**config.mk**
```make
export PLATFORM = sky130hd
export DESIGN_NAME = integer_to_ascii_formatter
export DESIGN_NICKNAME = d
export VERILOG_FILES = /design/src/rtl/core/itaf_pkg.sv /design/src/rtl/core/integer_to_ascii_formatter.sv
export SDC_FILE = /design/constraint.sdc
export NUM_CORES = 1
export LEC_CHECK = 0
export ABC_AREA = 1
export BUFFER_PORTS_ARGS = -buffer_cell sky130_fd_sc_hd__buf_2
export CORE_MARGIN = 8
export CORE_UTILIZATION = 41
export CTS_CLUSTER_SIZE = 24
export DETAILED_ROUTE_END_ITERATION = 8
export PLACE_DENSITY = 0.68
export SETUP_SLACK_MARGIN = 0.2
export SKIP_LAST_GASP = 1
export SLEW_MARGIN = 20
export SYNTH_ARGS = -nofsm -noshare
export SYNTH_HDL_FRONTEND = slang
export SYNTH_SLANG_ARGS = --single-unit
export TNS_END_PERCENT = 5
```
**constraint.sdc**
```tcl
create_clock -name clock -period 7.03 [get_ports clock]
set_clock_uncertainty 0.2 [all_clocks]
set_input_delay 1.406 -clock clock [delete_from_list [all_inputs] [get_ports clock]]
set_output_delay 1.406 -clock clock [all_outputs]
set_load 0.03 [all_outputs]
```
**src/rtl/core/itaf_pkg.sv**
```systemverilog
package itaf_pkg;

   // operand width actually formatted, the low bits of the value field
   localparam int VALUE_BITS = 64;
   localparam int FIELD_W    = 64;
   localparam int MODE_W     = 2;
   localparam int CHAR_W     = 7;

   // decimal digits: floor(bits * log10(2)) + 1, slightly overestimated
   localparam int DEC_DIGITS = (VALUE_BITS * 78) / 256 + 1;
   localparam int DEC_W      = DEC_DIGITS * 4;
   localparam int HEX_DIGITS = (VALUE_BITS + 3) / 4;
   localparam int HEX_W      = HEX_DIGITS * 4;
   localparam int CNT_W      = $clog2(VALUE_BITS + 1);

   localparam logic [MODE_W-1:0] MODE_UDEC = 2'd0;
   localparam logic [MODE_W-1:0] MODE_SDEC = 2'd1;
   localparam logic [MODE_W-1:0] MODE_HEX  = 2'd2;

   localparam logic [CHAR_W-1:0] CHAR_ZERO  = 7'h30;
   localparam logic [CHAR_W-1:0] CHAR_MINUS = 7'h2D;
   localparam logic [CHAR_W-1:0] CHAR_X     = 7'h78;
   localparam logic [CHAR_W-1:0] CHAR_A     = 7'h41;

   typedef struct packed {
      logic [MODE_W-1:0]  mode;
      logic [FIELD_W-1:0] value;
   } req_type;

   typedef struct packed {
      logic [CHAR_W-1:0] char_code;
      logic              last_char;
   } rsp_type;

   // ascii for one hex or decimal digit, upper case letters
   function automatic logic [CHAR_W-1:0] digit_char(input logic [3:0] nib);
      logic [CHAR_W-1:0] code;
      if (nib < 4'd10) begin
         code = CHAR_ZERO + {3'b000, nib};
      end else begin
         code = CHAR_A + {3'b000, nib} - 7'd10;
      end
      return code;
   endfunction

endpackage

```
**src/rtl/core/integer_to_ascii_formatter.sv**
```systemverilog
// integer to ascii formatter
// request channel: start / busy command handshake. an item (mode, value) is
// taken at a rising edge where start is high and busy is low. busy stays high
// for the whole time the item is being worked on.
// response channel: rsp_valid strobes for one cycle per character, most
// significant character first; last_char marks the final character of the item.
// the receiver cannot stall, so characters simply stream out as produced.
// mode 0 (and the unused code 3): unsigned decimal, no leading zeros.
// mode 1: signed decimal, '-' then the magnitude. mode 2: "0x" plus HEX_DIGITS
// upper-case hex digits.
// decimal path: one shift-add-3 step per cycle over the binary operand,
// then one digit slot per cycle over DEC_DIGITS slots, leading zeros
// skipped silently. busy is high for all of an item but its accept cycle.
// hex path: one character per cycle.
// a new item can be accepted in the cycle the last character is on the port.
// reset returns to idle and drops any item in flight; no state spans items.
module integer_to_ascii_formatter (
   input  logic            clock,
   input  logic            reset,
   input  logic            start,
   output logic            busy,
   input  itaf_pkg::req_type req_payload,
   output logic            rsp_valid,
   output itaf_pkg::rsp_type rsp_payload
);
   import itaf_pkg::*;

   // sequencer states
   localparam logic [2:0] ST_IDLE = 3'd0;
   localparam logic [2:0] ST_CONV = 3'd1;
   localparam logic [2:0] ST_DEC  = 3'd2;
   localparam logic [2:0] ST_PREX = 3'd3;
   localparam logic [2:0] ST_HEX  = 3'd4;

   logic [2:0]            state_ff, state_in;
   logic [CNT_W-1:0]      cnt_ff, cnt_in;
   logic                  started_ff, started_in;
   logic [DEC_W-1:0]      sh_ff, sh_in;        // bcd digits, or hex nibbles
   logic [VALUE_BITS-1:0] bin_ff, bin_in;      // binary operand being shifted out
   logic                  rsp_valid_ff, rsp_valid_in;
   rsp_type               rsp_payload_ff, rsp_payload_in;

   logic [VALUE_BITS-1:0] value_masked;
   logic                  is_neg;
   logic [VALUE_BITS-1:0] magnitude;
   logic [DEC_W-1:0]      bcd_adj;
   logic [3:0]            top_nib;
   logic                  cnt_last;

   assign value_masked = req_payload.value[VALUE_BITS-1:0];
   assign is_neg       = (req_payload.mode == MODE_SDEC) && value_masked[VALUE_BITS-1];
   // two's complement magnitude; the most negative value maps onto itself,
   // which read unsigned is the right magnitude
   assign magnitude    = is_neg ? ('0 - value_masked) : value_masked;
   assign top_nib      = sh_ff[DEC_W-1 -: 4];
   assign cnt_last     = (cnt_ff == CNT_W'(1));

   // add 3 to every bcd digit of 5 or more before the shift
   always_comb begin
      for (int i = 0; i < DEC_DIGITS; i++) begin
         if (sh_ff[i*4 +: 4] >= 4'd5) begin
            bcd_adj[i*4 +: 4] = sh_ff[i*4 +: 4] + 4'd3;
         end else begin
            bcd_adj[i*4 +: 4] = sh_ff[i*4 +: 4];
         end
      end
   end

   always_comb begin
      state_in       = state_ff;
      cnt_in         = cnt_ff;
      started_in     = started_ff;
      sh_in          = sh_ff;
      bin_in         = bin_ff;
      rsp_valid_in   = 1'b0;
      rsp_payload_in = rsp_payload_ff;

      case (state_ff)
         ST_IDLE: begin
            if (start) begin
               if (req_payload.mode == MODE_HEX) begin
                  // nibbles sit at the top of the shift register
                  sh_in                    = DEC_W'(value_masked) << (DEC_W - HEX_W);
                  rsp_valid_in             = 1'b1;
                  rsp_payload_in.char_code = CHAR_ZERO;
                  rsp_payload_in.last_char = 1'b0;
                  state_in                 = ST_PREX;
               end else begin
                  bin_in   = magnitude;
                  sh_in    = '0;
                  cnt_in   = CNT_W'(VALUE_BITS);
                  state_in = ST_CONV;
                  // sign goes out right away, a negative magnitude is never zero
                  if (is_neg) begin
                     rsp_valid_in             = 1'b1;
                     rsp_payload_in.char_code = CHAR_MINUS;
                     rsp_payload_in.last_char = 1'b0;
                  end
               end
            end
         end
         ST_PREX: begin
            rsp_valid_in             = 1'b1;
            rsp_payload_in.char_code = CHAR_X;
            rsp_payload_in.last_char = 1'b0;
            cnt_in                   = CNT_W'(HEX_DIGITS);
            state_in                 = ST_HEX;
         end
         ST_HEX: begin
            rsp_valid_in             = 1'b1;
            rsp_payload_in.char_code = digit_char(top_nib);
            rsp_payload_in.last_char = cnt_last;
            sh_in                    = sh_ff << 4;
            cnt_in                   = cnt_ff - CNT_W'(1);
            if (cnt_last) begin
               state_in = ST_IDLE;
            end
         end
         ST_CONV: begin
            // one double-dabble step per cycle
            sh_in  = {bcd_adj[DEC_W-2:0], bin_ff[VALUE_BITS-1]};
            bin_in = {bin_ff[VALUE_BITS-2:0], 1'b0};
            cnt_in = cnt_ff - CNT_W'(1);
            if (cnt_last) begin
               cnt_in     = CNT_W'(DEC_DIGITS);
               started_in = 1'b0;
               state_in   = ST_DEC;
            end
         end
         ST_DEC: begin
            // leading zeros are skipped, the final digit always goes out
            if ((top_nib != 4'd0) || started_ff || cnt_last) begin
               rsp_valid_in             = 1'b1;
               rsp_payload_in.char_code = digit_char(top_nib);
               rsp_payload_in.last_char = cnt_last;
               started_in               = 1'b1;
            end
            sh_in  = sh_ff << 4;
            cnt_in = cnt_ff - CNT_W'(1);
            if (cnt_last) begin
               state_in = ST_IDLE;
            end
         end
         default: begin
            state_in = ST_IDLE;
         end
      endcase
   end

   always_ff @(posedge clock) begin
      if (reset) begin
         state_ff     <= ST_IDLE;
         cnt_ff       <= '0;
         started_ff   <= 1'b0;
         rsp_valid_ff <= 1'b0;
      end else begin
         state_ff     <= state_in;
         cnt_ff       <= cnt_in;
         started_ff   <= started_in;
         rsp_valid_ff <= rsp_valid_in;
      end
   end

   // datapath, no reset needed
   always_ff @(posedge clock) begin
      sh_ff          <= sh_in;
      bin_ff         <= bin_in;
      rsp_payload_ff <= rsp_payload_in;
   end

   assign busy        = (state_ff != ST_IDLE);
   assign rsp_valid   = rsp_valid_ff;
   assign rsp_payload = rsp_payload_ff;

endmodule

```
==> out/qor.yml, run 1 <==
run_status:
  outcome: "finished clean"
final_layout:
  nNetsFinal: 1624
  instances_no_fill: 1900
  n_fill_cell: 2746
  final_common_cell: "nand2_1"
  drive_above_1_share: 0.113
  areaGrowthSynthToFinish_pct: 11.5
  final_cell_mix: "370 x nand2_1, 171 x inv_1, 165 x nor2_1"
  fin_area_sq_um: 12700
  n_antenna_cell: 0
min_path:
  hold_path_startpoint: "started_ff$_SDFFE_PP0P_"
  hold_path_class: "reg2reg"
  whs_endpoint: "started_ff$_SDFFE_PP0P_"
  holdPathStages: 2
clock_tree:
  ctsResizeCount: 0
  post_cts.repair.setup_buffers: 0
  insertion_delay_ns: 0.43
  cts_buffer_depth: 2
  h-tree-depth: 4
  path_clk_slew_ns: 0.06
  ctsHoldBuffers: 0
  cts.sinks: 164
  cts_root_buf: "clkbuf_16"
  cts_buffers: 17
  cts_tree: "built"
power:
  leakage_nw: 5.24
  ir_drop_uv: 281
  p_per_area_nw_per_um2: 414
  power_mw: 5.27
setup_path:
  r2r-end: "bin_ff[20]$_DFFE_PP_"
  r2r_setup_slack_ns: 3.51
  rr_startpoint: "state_ff[0]$_SDFFE_PP0P_"
  cp_max_fo: 61
  rr_worst_depth: 5
  worstSetupEndpointType: "flip-flop"
  arrival_ns: 3.79
  critPathKind: "in2reg"
  critPathRequiredTime_ns: 7.01
  cp-start-kind: "input pin"
route:
  drt_iter0_markers: 962
  drt-met1-wl_microns: 14200
  route.met2.wl_microns: 14600
  drtAntennaViolNets: 0
  routedWlPerCell_microns: 16.8
  drc: 0
  wirelength_microns: 31900
  num_vias: 10368
  routed_via_density: 5.46
  top_layer: "met4"
  wl_met3_microns: 2290
  drt-pass1-iter-count: 5
synthesis:
  synth_top_family_by_area: "simple AND/OR/NAND/NOR gates"
  synth_area_sq_um: 11400
  synth_adder_area_share: 0.0482
  netlist_instances: 1451
  netlist-cell-type-count: 40
  synthMuxAreaShare: 0
  yosys_register_bits: 164
  yosys.area_share.simple: 0.245
  synth_xor_area_frac: 0.0307
  synthesis.nets: 1564
  synth_compound_area_frac: 0.177
  avgSynthCellArea_sq_um: 7.87
  ys_warn_count: 0
  ys_seq_area_frac: 0.421
die:
  start_util: 0.414
  rows: 61
  dieArea_sq_um: 33500
  die_y_microns: 183
  fp.coreArea_sq_um: 27600
  ios: 79
  chipWidth_microns: 183
timing:
  slew_violations: 0
  finalCriticalPeriod_ns: 3.82
  hold_slack_ns: 0.256
  setup_violations: 0
  fin_setup_tns_ns: 0
  relSlewSlack: 0.311
  fmax_mhz: 262
  worst_pin_slew_ns: 1.03
  post-route-period-util: 0.543
  rsz0062_at_grt: "no"
  final_hold_viol_count: 0
global_route:
  overflow: 0
  grt_pass1_vias: 10035
  grt_pass1_wl_microns: 51300
  antenna_found_initial: 0
  grt_util_all_layers: 0.189
  grt_max_degree: 91
place:
  io_buffers: 78
  gp_congestion: 0.960
  place_area_sq_um: 12100
  hpwl_microns: 23200
  placed_cells: 1869
flow_run:
  maxCapViolCount: 0
## area by class of cell
| cell class | instances | area [sq um] | share of cell area |
|---|---|---|---|
| clock buffers | 19 | 433 | 0.0340 |
| clock inverters | 11 | 136 | 0.0107 |
| inverters | 177 | 667 | 0.0524 |
| multi-input cells | 1066 | 5760 | 0.452 |
| flip-flops and latches | 164 | 4800 | 0.377 |
| well taps | 378 | 473 | 0.0371 |
| repair buffers | 85 | 463 | 0.0364 |
## report_power, final
part           internal, mW  switching (mW)  total [mW]
registers              1.80           0.262        2.06
clock network         0.552           0.395       0.947
logic                 0.694            1.57        2.26
total                  3.04            2.22        5.27
## cell families (layout without fill, tap and decap cells)
family                   Yosys count  count (layout)
adder cells (fa/ha/maj)           44              44
AO/OA/AOI/OAI                    307             307
AND/OR/NAND/NOR                  675             675
flip-flops                       164             164
XOR/XNOR                          40              40
buffers and inverters            221             292
## registers in the layout, indices dropped and copies added (netlist names)
signal	count
sh_ff	80
bin_ff	64
rsp_payload	8
cnt_ff	7
state_ff	3
rsp_valid	1
started_ff	1
## critical path, cell delays in order
cell	delay, ns
buf_2	0.10
inv_1	0.09
nand3_2	0.32
inv_2	0.86
o21ai_1	0.27
nand2_1	0.26
nor2_2	0.13
nand3_1	0.10
nand2_1	0.06
nand3_1	0.07
nand2_1	0.07
## Yosys cell counts, drive strengths merged
cell     instances  area, sq um
nand3b           3         22.5
clkbuf          10         37.5
edfxtp         152         4560
o211ai          23          173
nand3           96          490
o311ai           1         8.76
a21boi           1         7.51
and2             1         6.26
or2              6         37.5
o32ai            3         26.3
o221ai          49          617
dfxtp           12          240
a21oi           65          325
inv            177          664
xor2            34          298
o21bai           2         18.8
a2bb2oi          1         8.76
ha              44          551
nand2          376         1420
nand4           17          106
nor2           174          696
xnor2            6         52.6
o21ai          150          758
nor3b            1         7.51
nor3             1         5.00
a31oi            8         50.1
o22ai            4         25.0
buf             34          204
## per-layer routing
layer / global-route usage / vias to the layer above
li1: - / 5061
met2: 0.308 / 384
met1: 0.250 / 4861
met4: 0.0703 / 0
met3: 0.0336 / 62
met5: 0 / -
## stage by stage
stage	worst slack, ns	utilization
4_1_cts	3.26	0.460
2_1_floorplan	0.788	-
5_1_grt	3.01	0.461
3_3_place_gp	2.95	0.439
3_5_place_dp	2.82	0.439
6_report	3.21	0.461
## worst max-delay path by stage
stage                    startpoint                  endpoint  slack (ns)  depth (start not counted)
finish              req_payload[65]      bin_ff[61]$_DFFE_PP_        3.21                         11
global route        req_payload[65]      bin_ff[53]$_DFFE_PP_        3.01                         11
CTS                 req_payload[65]  rsp_payload[2]$_DFFE_PP_        3.26                          6
detailed placement  req_payload[65]  rsp_payload[2]$_DFFE_PP_        2.82                          6
global placement    req_payload[65]      bin_ff[61]$_DFFE_PP_        2.95                         11
floorplan                     start        sh_ff[0]$_DFFE_PP_        0.79                          4
(Power assumes the default switching activity.)
==> inputs of run 2 (changes only) <==
PLACE_DENSITY = 0.66   (was 0.68)
clock period = 3.65 ns   (was 7.03 ns; I/O delays follow)
==> run 2 against run 1 <==
Net effect:
- clock power is 110% higher
- die area stayed put
- utilization is 0.27 points higher
- cell count is 0.16% higher
- hold slack worse by 0.0048 ns
- sequential power increased by 92%
- count of clock-buffer cells in the layout fell by 1
- sequential share of layout area decreased by 0.22 points
- register-to-register slack lost 2.4 ns
- combinational power increased by 95%
- setup slack worse by 2.1 ns
- critical path type is now reg2reg
- highest routed layer unchanged
==> out/qor.yml, run 2 (same netlist as run 1, synthesis figures left out) <==
min_path:
  hold_path_class: "reg2reg"
  hold_path_startpoint: "started_ff$_SDFFE_PP0P_"
  holdPathStages: 2  # unchanged
  whs_endpoint: "started_ff$_SDFFE_PP0P_"
timing:
  fin_setup_tns_ns: 0  # unchanged
  relSlewSlack: 0.377  # +0.0651
  finalCriticalPeriod_ns: 2.55
  final_hold_viol_count: 0  # unchanged
  rsz0062_at_grt: "no"
  setup_ws_ns: 1.10  # -2.12 ns
  slew_violations: 0  # unchanged
  post-route-period-util: 0.700
  worst_pin_slew_ns: 0.935  # -0.0976 ns
  fmax_mhz: 392
  setup_violations: 0  # unchanged
setup_path:
  rr_startpoint: "state_ff[1]$_SDFFE_PP0P_"
  cp-start-kind: "flip-flop"
  r2r_setup_slack_ns: 1.10  # -2.41 ns
  rr_worst_depth: 5  # unchanged
  worstSetupStartpoint: "state_ff[1]$_SDFFE_PP0P_"
  cp_max_fo: 78  # +28%
  worstSetupEndpointType: "flip-flop"
  critPathKind: "reg2reg"
  arrival_ns: 2.55  # -1.24 ns
  critPathRequiredTime_ns: 3.65  # -3.36 ns
  r2r-end: "bin_ff[39]$_DFFE_PP_"
route:
  drc: 0  # unchanged
  wirelength_microns: 32700  # +2.3%
  drt-pass1-iter-count: 6  # +1
  num_vias: 10297  # -0.68%
  routed_via_density: 5.41  # -0.84%
  drtAntennaViolNets: 0  # unchanged
  routedWlPerCell_microns: 17.2  # +2.2%
  drt_iter0_markers: 1019  # +5.9%
clock_tree:
  cts_buffer_depth: 2  # unchanged
  path_clk_slew_ns: 0.08  # +0.02 ns
  cts_root_buf: "clkbuf_16"
  cts_buffers: 17  # unchanged
  cts.sinks: 164  # unchanged
  post_cts.repair.setup_buffers: 0  # unchanged
  ctsHoldBuffers: 0  # unchanged
  ctsResizeCount: 0  # unchanged
  cts_tree: "built"
  insertion_delay_ns: 0.44  # about the same
  h-tree-depth: 4  # unchanged
power:
  leakage_nw: 5.25  # +0.33%
  p_per_area_nw_per_um2: 807  # +95%
  ir_drop_uv: 497  # +77%
global_route:
  grt_pass1_wl_microns: 51700  # +0.79%
  grt_util_all_layers: 0.193  # +0.00328
  grt_pass1_vias: 9801  # -2.3%
  antenna_found_initial: 0  # unchanged
  grt_max_degree: 81  # -11%
  overflow: 0  # unchanged
final_layout:
  n_fill_cell: 2762  # +0.58%
  drive_above_1_share: 0.116  # +0.00306
  instances_no_fill: 1903  # +0.16%
  n_antenna_cell: 0  # unchanged
  multi_input_area_sq_um: 5760  # unchanged
  largest_reg_flops: 80  # unchanged
  largest_register: "sh_ff"
  areaGrowthSynthToFinish_pct: 12.1
  final_common_cell: "nand2_1"
  fin_util: 0.464  # +0.00272
  nNetsFinal: 1626  # +0.12%
  final_cell_mix: "370 x nand2_1, 171 x inv_1, 165 x nor2_1"
  register_area_sq_um: 4800  # unchanged
die:
  die_y_microns: 183  # unchanged
  dieArea_sq_um: 33500  # unchanged
  chipWidth_microns: 183  # unchanged
  rows: 61  # unchanged
  ios: 79  # unchanged
  fp.coreArea_sq_um: 27600  # unchanged
  start_util: 0.414  # unchanged
place:
  placed_cells: 1872  # +0.16%
  hpwl_microns: 23300  # +0.46%
  pre_cts_slack_ns: 0.724  # -2.09 ns
  io_buffers: 78  # unchanged
  gp_congestion: 0.944  # -1.7%
flow_run:
  maxCapViolCount: 0  # unchanged
run_status:
  outcome: "finished clean"
## run 2: area by class of cell
type,instances,area share
repair buffers,87,0.0387
clock inverters,13,0.0143
inverters,177,0.0521
flip-flops and latches,164,0.375
clock buffers,18,0.0335
well taps,378,0.0369
multi-input cells,1066,0.449
## run 2: metrics by stage
step	cell area [sq um]	hold slack [ns]	power (mW)
5_1_grt	12800	0.278	11.1
3_3_place_gp	12200	0.236	8.21
3_5_place_dp	12200	0.244	8.33
6_report	12800	0.251	10.3
4_1_cts	12800	0.254	10.3
2_1_floorplan	11400	0.224	7.15
## run 2: routing by layer
metal  part of all wire  global-route usage
met1               0.45               0.255
met2               0.46               0.311
met3              0.071              0.0459
met4              0.020              0.0547
met5                  0                   0
## run 2: worst max-delay path, stage by stage, from the launching register on
cell and delay, ns:
dfxtp_1 0.41, inv_1 0.15, nand3_4 0.22, buf_4 0.77, nor2_1 0.13, a31oi_1 0.39
## run 2: power by group
part	total [mW]	switching [mW]	leakage, nW	internal, mW
registers	3.96	0.505	1.64	3.45
logic	4.41	3.04	3.34	1.37
clock network	1.97	0.823	0.280	1.14
## run 2: worst max path at each step
stage                                       to  depth (start not counted)
after floorplan             sh_ff[0]$_DFFE_PP_                          4
after CTS                                 busy                          5
after detailed placement  bin_ff[50]$_DFFE_PP_                         10
after global placement    bin_ff[50]$_DFFE_PP_                         10
after global routing      bin_ff[50]$_DFFE_PP_                         10
final                     bin_ff[39]$_DFFE_PP_                          5
==> inputs of run 3 (changes only) <==
clock period = 2.41 ns   (was 3.65 ns; I/O delays follow)
==> run 3 against run 2 <==
Net effect:
- cell count is 1.4% higher
- count of clock-buffer cells in the layout is 1 lower
- first-iteration DRC count is 0.39% lower
- maximum frequency is 25% higher
- register-to-register slack worse by 0.73 ns
- setup slack worse by 0.73 ns
- power is 55% higher
- sequential cell count stayed put
- largest power group unchanged
- highest routed layer unchanged
==> out/qor.yml, run 3 (same netlist as run 1, synthesis figures left out) <==
power:
  ir_drop_uv: 625  # +26%
  leakage_nw: 5.44  # +3.6%
  p_per_area_nw_per_um2: 1220  # +51%
  power_mw: 16.0  # +55%
clock_tree:
  h-tree-depth: 4  # unchanged
  cts.sinks: 164  # unchanged
  cts_tree: "built"
  cts_buffer_depth: 2  # unchanged
  post_cts.repair.setup_buffers: 0  # unchanged
  ctsResizeCount: 0  # unchanged
  insertion_delay_ns: 0.43  # about the same
  ctsHoldBuffers: 0  # unchanged
  path_clk_slew_ns: 0.06  # -0.02 ns
  cts_buffers: 17  # unchanged
  cts_root_buf: "clkbuf_16"
final_layout:
  final_cell_mix: "370 x nand2_1, 170 x inv_1, 165 x nor2_1"
  final_common_cell: "nand2_1"
  fin_area_sq_um: 13200  # +2.7%
  n_fill_cell: 2729  # -1.2%
  instances_no_fill: 1930  # +1.4%
  n_antenna_cell: 0  # unchanged
  areaGrowthSynthToFinish_pct: 15.1
  largest_reg_flops: 80  # unchanged
  drive_above_1_share: 0.132  # +0.0160
  nNetsFinal: 1652  # +1.6%
  largest_register: "sh_ff"
setup_path:
  path_buf_inv: 3  # +1
  cp-start-kind: "flip-flop"
  critPathRequiredTime_ns: 2.35  # -1.30 ns
  critical_path.top_delay_family: "flip-flops"
  critPathKind: "reg2reg"
  crit_top_cell: "inv_2"
  cp_cell_sequence: "inv_2, o21ai_1, nand2_4, nand3_2, inv_2, buf_12, nand2_1, o221ai_1"
  worstSetupEndpointType: "flip-flop"
  max_stage_delay_ns: 0.46  # -0.31 ns
  arrival_ns: 1.98  # -0.57 ns
  cp_slowest_cell: "dfxtp_1"
  cp_max_fo: 27  # -65%
global_route:
  grt.busiest_layer: "met2"
  gr-usage-met1: 0.262  # +0.00763
  grt_max_degree: 55  # -32%
  antenna_found_initial: 0  # unchanged
  grt_pass1_wl_microns: 53400  # +3.3%
  gr-usage-met2: 0.323  # +0.0116
  grtUsageMet3: 0.0386  # -0.00732
  grt_util_all_layers: 0.198  # +0.00567
  overflow: 0  # unchanged
  grt_pass1_vias: 10297  # +5.1%
place:
  hpwl_microns: 24800  # +6.4%
  placed_cells: 1898  # +1.4%
  io_buffers: 78  # unchanged
  gp_congestion: 0.989  # +4.7%
  place_area_sq_um: 12500  # +2.8%
timing:
  fin_setup_tns_ns: 0  # unchanged
  relSlewSlack: 0.679  # +0.302
  final_hold_viol_count: 0  # unchanged
  fmax_mhz: 490  # +25%
  rsz0062_at_grt: "no"
  setup_violations: 0  # unchanged
  slew_violations: 0  # unchanged
  finalCriticalPeriod_ns: 2.04  # -0.514 ns
  worst_pin_slew_ns: 0.482  # -0.453 ns
  post-route-period-util: 0.846  # +0.147
die:
  rows: 61  # unchanged
  dieArea_sq_um: 33500  # unchanged
  die_y_microns: 183  # unchanged
  ios: 79  # unchanged
  start_util: 0.414  # unchanged
  chipWidth_microns: 183  # unchanged
  fp.coreArea_sq_um: 27600  # unchanged
route:
  drtAntennaViolNets: 0  # unchanged
  wirelength_microns: 33300  # +1.9%
  routed_via_density: 5.48  # +1.3%
  drc: 0  # unchanged
  routedWlPerCell_microns: 17.3  # +0.46%
  drt-pass1-iter-count: 7  # +1
  drt_iter0_markers: 1015  # -0.39%
  num_vias: 10580  # +2.7%
run_status:
  outcome: "finished clean"
min_path:
  hold_path_class: "in2reg"
flow_run:
  maxCapViolCount: 0  # unchanged
==> run 3: power breakdown <==
group | switching (mW) | internal [mW] | total (mW)
registers | 0.776 | 5.23 | 6.00
clock network | 1.17 | 1.72 | 2.90
logic | 4.72 | 2.37 | 7.09
==> run 3: area by class of cell <==
| type | count | area [sq um] | share of cell area |
|---|---|---|---|
| Tap cell | 378 | 473 | 0.0360 |
| Multi-Input combinational cell | 1066 | 5770 | 0.439 |
| Clock buffer | 17 | 425 | 0.0323 |
| Timing Repair Buffer | 113 | 816 | 0.0620 |
| Inverter | 177 | 669 | 0.0509 |
| Sequential cell | 164 | 4810 | 0.366 |
| Clock inverter | 15 | 185 | 0.0141 |
==> run 3: through the flow <==
step	utilization	hold slack, ns	setup WS [ns]
2_1_floorplan	-	0.224	-0.266
3_3_place_gp	0.454	0.237	0.0316
3_5_place_dp	0.454	0.247	0.0277
4_1_cts	0.476	0.0942	0.375
5_1_grt	0.476	0.0956	0.277
6_report	0.476	0.112	0.370
==> run 3: worst register-to-register path: cells and delay by family, from the launching register on <==
kind | cells | cell delay, ns
buf+inv | 3 | 0.33
compound gates | 2 | 0.30
simple gates | 3 | 0.47
flops | 1 | 0.46
==> run 3: layer usage <==
layer / vias to the layer above / wire length (microns)
met1: 4950 / 14800
met5: - / 0
li1: 5122 / -
met3: 70 / 2320
met2: 438 / 15300
met4: 0 / 865
==> run 3: path summary, 6_finish.rpt <==
check	startpoint	to	slack, ns	depth (start not counted)
min reg2reg	started_ff$_SDFFE_PP0P_	started_ff$_SDFFE_PP0P_	0.26	2
min	reset	state_ff[0]$_SDFFE_PP0P_	0.11	2
max reg2reg	state_ff[2]$_SDFFE_PP0P_	sh_ff[68]$_DFFE_PP_	0.37	8
max	state_ff[2]$_SDFFE_PP0P_	sh_ff[68]$_DFFE_PP_	0.37	8
